### src/rtl/pbr_pkg.sv
// Shared constants, types and helpers for the pose bbox rescale block.
// Used by pbr_div and pose_bbox_rescale_core; no dependencies.
package pbr_pkg;

    localparam int MAX_JOINTS = 32;
    localparam int JW         = $clog2(MAX_JOINTS);      // joint memory address bits
    localparam int CW         = $clog2(MAX_JOINTS + 1);  // joint count bits

    localparam int COORD_W = 16;   // Q1.14 input coordinate
    localparam int RATIO_W = 24;   // Q8.16 unsigned ratio
    localparam int OUT_W   = 24;   // Q9.14 result
    localparam int QUOT_W  = 32;   // full divider quotient

    typedef enum logic [1:0] {
        OP_LOAD_2D = 2'd0,
        OP_LOAD_3D = 2'd1,
        OP_EMIT    = 2'd2,
        OP_NONE    = 2'd3
    } op_t;

    // max - min, negative taken as zero
    function automatic logic [COORD_W-1:0] span_of(input logic signed [COORD_W-1:0] hi,
                                                   input logic signed [COORD_W-1:0] lo);
        logic signed [COORD_W:0] d;
        d = {hi[COORD_W-1], hi} - {lo[COORD_W-1], lo};
        return d[COORD_W] ? '0 : d[COORD_W-1:0];
    endfunction

    // clamp a full quotient to the ratio range
    function automatic logic [RATIO_W-1:0] sat_ratio(input logic [QUOT_W-1:0] q);
        return (q[QUOT_W-1:RATIO_W] != '0) ? {RATIO_W{1'b1}} : q[RATIO_W-1:0];
    endfunction

    // a - b, saturated to the result width
    function automatic logic [OUT_W-1:0] sat_diff(input logic signed [OUT_W-1:0] a,
                                                  input logic signed [OUT_W-1:0] b);
        logic signed [OUT_W:0] d;
        d = {a[OUT_W-1], a} - {b[OUT_W-1], b};
        if (d[OUT_W] != d[OUT_W-1]) begin
            return d[OUT_W] ? {1'b1, {(OUT_W-1){1'b0}}} : {1'b0, {(OUT_W-1){1'b1}}};
        end
        return d[OUT_W-1:0];
    endfunction

endpackage

### src/rtl/pbr_div.sv
// Bit-serial restoring divider: (num << 16) / den, one quotient bit per cycle.
// Depends on pbr_pkg.
module pbr_div
    import pbr_pkg::*;
(
    input  logic                      aclk,
    input  logic                      aresetn,
    input  logic                      start,
    input  logic [COORD_W-1:0]        num,
    input  logic [COORD_W-1:0]        den,
    output logic                      done,
    output logic [QUOT_W-1:0]         quot
);

    localparam int CNT_W = $clog2(QUOT_W);

    logic                 busy_reg;
    logic                 done_reg;
    logic [CNT_W-1:0]     cnt_reg;
    logic [QUOT_W-1:0]    dvd_reg;
    logic [COORD_W-1:0]   rem_reg;
    logic [COORD_W-1:0]   den_reg;
    logic [QUOT_W-1:0]    quo_reg;

    logic [COORD_W:0]     rem_shift;
    logic                 ge;
    logic [COORD_W:0]     rem_sub;

    assign rem_shift = {rem_reg, dvd_reg[QUOT_W-1]};
    assign ge        = rem_shift >= {1'b0, den_reg};
    assign rem_sub   = rem_shift - {1'b0, den_reg};

    always_ff @(posedge aclk) begin
        if (!aresetn) begin
            busy_reg <= 1'b0;
            done_reg <= 1'b0;
            cnt_reg  <= '0;
        end else begin
            done_reg <= 1'b0;
            if (start) begin
                busy_reg <= 1'b1;
                cnt_reg  <= '0;
            end else if (busy_reg) begin
                cnt_reg <= cnt_reg + CNT_W'(1);
                if (cnt_reg == CNT_W'(QUOT_W - 1)) begin
                    busy_reg <= 1'b0;
                    done_reg <= 1'b1;
                end
            end
        end
    end

    always_ff @(posedge aclk) begin
        if (start) begin
            dvd_reg <= {num, {(QUOT_W-COORD_W){1'b0}}};
            rem_reg <= '0;
            den_reg <= den;
            quo_reg <= '0;
        end else if (busy_reg) begin
            dvd_reg <= {dvd_reg[QUOT_W-2:0], 1'b0};
            rem_reg <= ge ? rem_sub[COORD_W-1:0] : rem_shift[COORD_W-1:0];
            quo_reg <= {quo_reg[QUOT_W-2:0], ge};
        end
    end

    assign done = done_reg;
    assign quot = quo_reg;

endmodule

### config.mk
export PLATFORM = sky130hd
export DESIGN_NAME = pbr_div
export DESIGN_NICKNAME = d
export VERILOG_FILES = /design/src/rtl/pbr_pkg.sv /design/src/rtl/pbr_div.sv
export SDC_FILE = /design/constraint.sdc
export NUM_CORES = 1
export LEC_CHECK = 0
export BUFFER_PORTS_ARGS = -buffer_cell sky130_fd_sc_hd__buf_2
export CORE_MARGIN = 4
export CORE_UTILIZATION = 40
export CTS_CLUSTER_SIZE = 12
export DETAILED_ROUTE_END_ITERATION = 7
export PLACE_DENSITY = 0.59
export REMOVE_ABC_BUFFERS = 1
export SLEW_MARGIN = 20
export SYNTH_ARGS = -nofsm -noshare
export SYNTH_HDL_FRONTEND = slang
export SYNTH_SLANG_ARGS = --single-unit
### constraint.sdc
create_clock -name aclk -period 3.6 [get_ports aclk]
set_clock_uncertainty 0.2 [all_clocks]
set_input_delay 0.54 -clock aclk [delete_from_list [all_inputs] [get_ports aclk]]
set_output_delay 0.54 -clock aclk [all_outputs]
set_load 0.02 [all_outputs]
==> results.cfg <==
[worst_setup_path]
timing.rr.start = den_reg[8]
critical_path.startpoint_type = register
critPathKind = register to register
arrival_ps = 2950
setup.worst_path.start = den_reg[8]
crit_fanout = 13
cp_data_required_time_ps = 3670
endpoint_kind = register

[sta]
fin_crit_sh_pct = 80.0
finalSetupViolations = 0
rsz0062_at_grt = no
max_freq_mhz = 347
maxSlewViolCount = 0
worstMarginPinSlew_ps = 891
max-slew-margin-rel_pct = 40.4
period_minus_slack_ps = 2880
fin_tns_setup_ps = 0
hold_violations = 0

[layout]
layout-drive-gt1-share_pct = 22.3
final_core_util_pct = 48.2
final_cell_mix = 67 x buf_2, 54 x dfxtp_1, 53 x nor2_1
regArea_um2 = 2060
largest_reg_flops = 32
final_common_cell = buf_2
final_nets = 519
design_area_um2 = 4790
n_antenna_cell = 0
multiInputGateArea_um2 = 1940
area_delta_synth_final_pct = 15.3
fillers = 924

[cts]
htreeDepth = 3
hold_buffers = 0
clock_path_buffers = 2
cts_sinks = 87
root_buffer = clkbuf_8
post_cts_buffers = 0
numCtsBuffers = 9
cts_resized = 0
path_clk_slew_ps = 90
worstSkewPairLatency_ps = 360
cts_tree = built

[yosys]
ys_types = 51
async_flop_share_pct = 0
synth_top_flop_cell = dfxtp_1
yosysSeqAreaShare_pct = 49.6
synth_edf_count = 32
avgSynthCellArea_um2 = 10.3
synth-seq-cells = 87
syn-cell-area_um2 = 4160
ys_warn_count = 0
postSynthCellCount = 402

[pwr]
power.density_nw_per_um2 = 420
p_leak_nw = 2.08
ir_worst_vdd_mv = 0.262
finalPower_w = 0.00201

[placed_design]
hpwl_um = 6070
placed_area_um2 = 4610
portBuffers = 67
gp_congestion = 0.869

[min_path]
hold_class = input pin to register
hold_start = den[5]

[global_route]
grt_antenna_before_repair = 0
track_usage_pct = 15.3
grt_pass1_wl_um = 14300
grt_pass1_vias = 2954
grt_start_max_net_pins = 50
grt_overflow = 0

[detailed_routing]
route.vias.total = 3105
wire_per_inst_um = 14.4
first_pass_iters = 6
remaining_drc_errors = 0
ant_nets = 0
drt_iter0_drc = 117
routed_wl_um = 8670
routed_via_density = 5.15

[die]
coreArea_um2 = 9950
die_x_um = 110
initial_core_util_pct = 41.8
row_count = 36
ios = 68
die_area_um2 = 12100
die_y_um = 110

[outcome]
status = complete, no violations

[flow_run]
maxCapViolCount = 0
final timing paths:
kind         depth (start not counted)  slack (ps)          end
max                                  9         720   rem_reg[7]
min                                  1         150   den_reg[5]
min reg2reg                          2         290  rem_reg[14]
max reg2reg                          9         720   rem_reg[7]
where the power goes:
group / internal (W) / leakage (nW) / switching [W]
combinational: 0.000126 / 1.24 / 0.000168
clock: 0.000294 / 0.0820 / 0.000334
sequential: 0.00107 / 0.763 / 0.0000205
total: 0.00149 / 2.08 / 0.000523
layout make-up:
| cell class | instances | area share [%] |
|---|---|---|
| flip-flops and latches | 87 | 43.0 |
| multi-input cells | 277 | 40.6 |
| well taps | 133 | 3.47 |
| clock inverters | 2 | 0.313 |
| repair buffers | 72 | 7.78 |
| inverters | 18 | 1.41 |
| clock buffers | 14 | 3.42 |
Yosys cell counts, types with 2 or more instances:
master	count	area (µm²)
o21a_1	4	30.0
a211oi_1	2	15.0
a21oi_1	15	75.1
nor2_1	53	199
o2111ai_1	3	26.3
nand2_1	26	97.6
a21o_1	7	52.6
and2_1	2	12.5
o21ai_1	3	15.0
inv_1	18	67.6
nor2b_1	2	12.5
edfxtp_1	32	961
dfxtp_1	55	1100
a32oi_1	2	17.5
o211ai_1	3	22.5
a211o_1	3	26.3
nand4_1	3	18.8
a311oi_1	6	52.6
nor3_1	5	25.0
buf_2	3	15.0
nand3_1	15	75.1
o311ai_1	2	17.5
xor2_1	3	26.3
nand2b_1	8	50.1
xnor2_1	6	52.6
or3_1	3	18.8
nand4b_1	3	26.3
mux2_2	16	180
nor4_1	3	18.8
mux2i_1	34	340
and3_1	4	25.0
ha_1	18	225
clkbuf_1	13	48.8
buf_1	2	7.51
o21ai_0	9	45.0
logic make-up (layout without fill, tap and decap cells):
group,count (synthesis),after routing,synth area share [%]
simple gates,130,130,14.6
xor+xnor,9,9,1.90
fa+ha+maj,19,19,5.90
compound gates,69,69,11.7
buf+inv,38,106,3.79
flops,87,87,49.6
mux,50,50,12.5
layer usage:
layer	global-route usage [%]	vias to the layer above	share of wire, %
met2	22.8	77	44
met3	6.05	12	7.8
li1	-	1577	-
met4	6.14	0	2.0
met1	19.7	1439	46
met5	0	-	0
metrics by stage:
stage          cells  hold WS [ps]  setup WS [ps]
2_1_floorplan    382           245            397
3_3_place_gp     587           272            811
3_5_place_dp     587           278            748
4_1_cts          603           127            721
5_1_grt          603           126            447
6_report         603           151            720
critical path: stages (launching register included):
cell and delay (ps):
edfxtp_1 340, inv_1 40, ha_1 350, a21oi_1 240
o21ai_1 100, a211o_1 350, a211oi_2 540, buf_4 310
nand2_1 80, a311oi_1 250
Power figures use the tool's default switching activity.
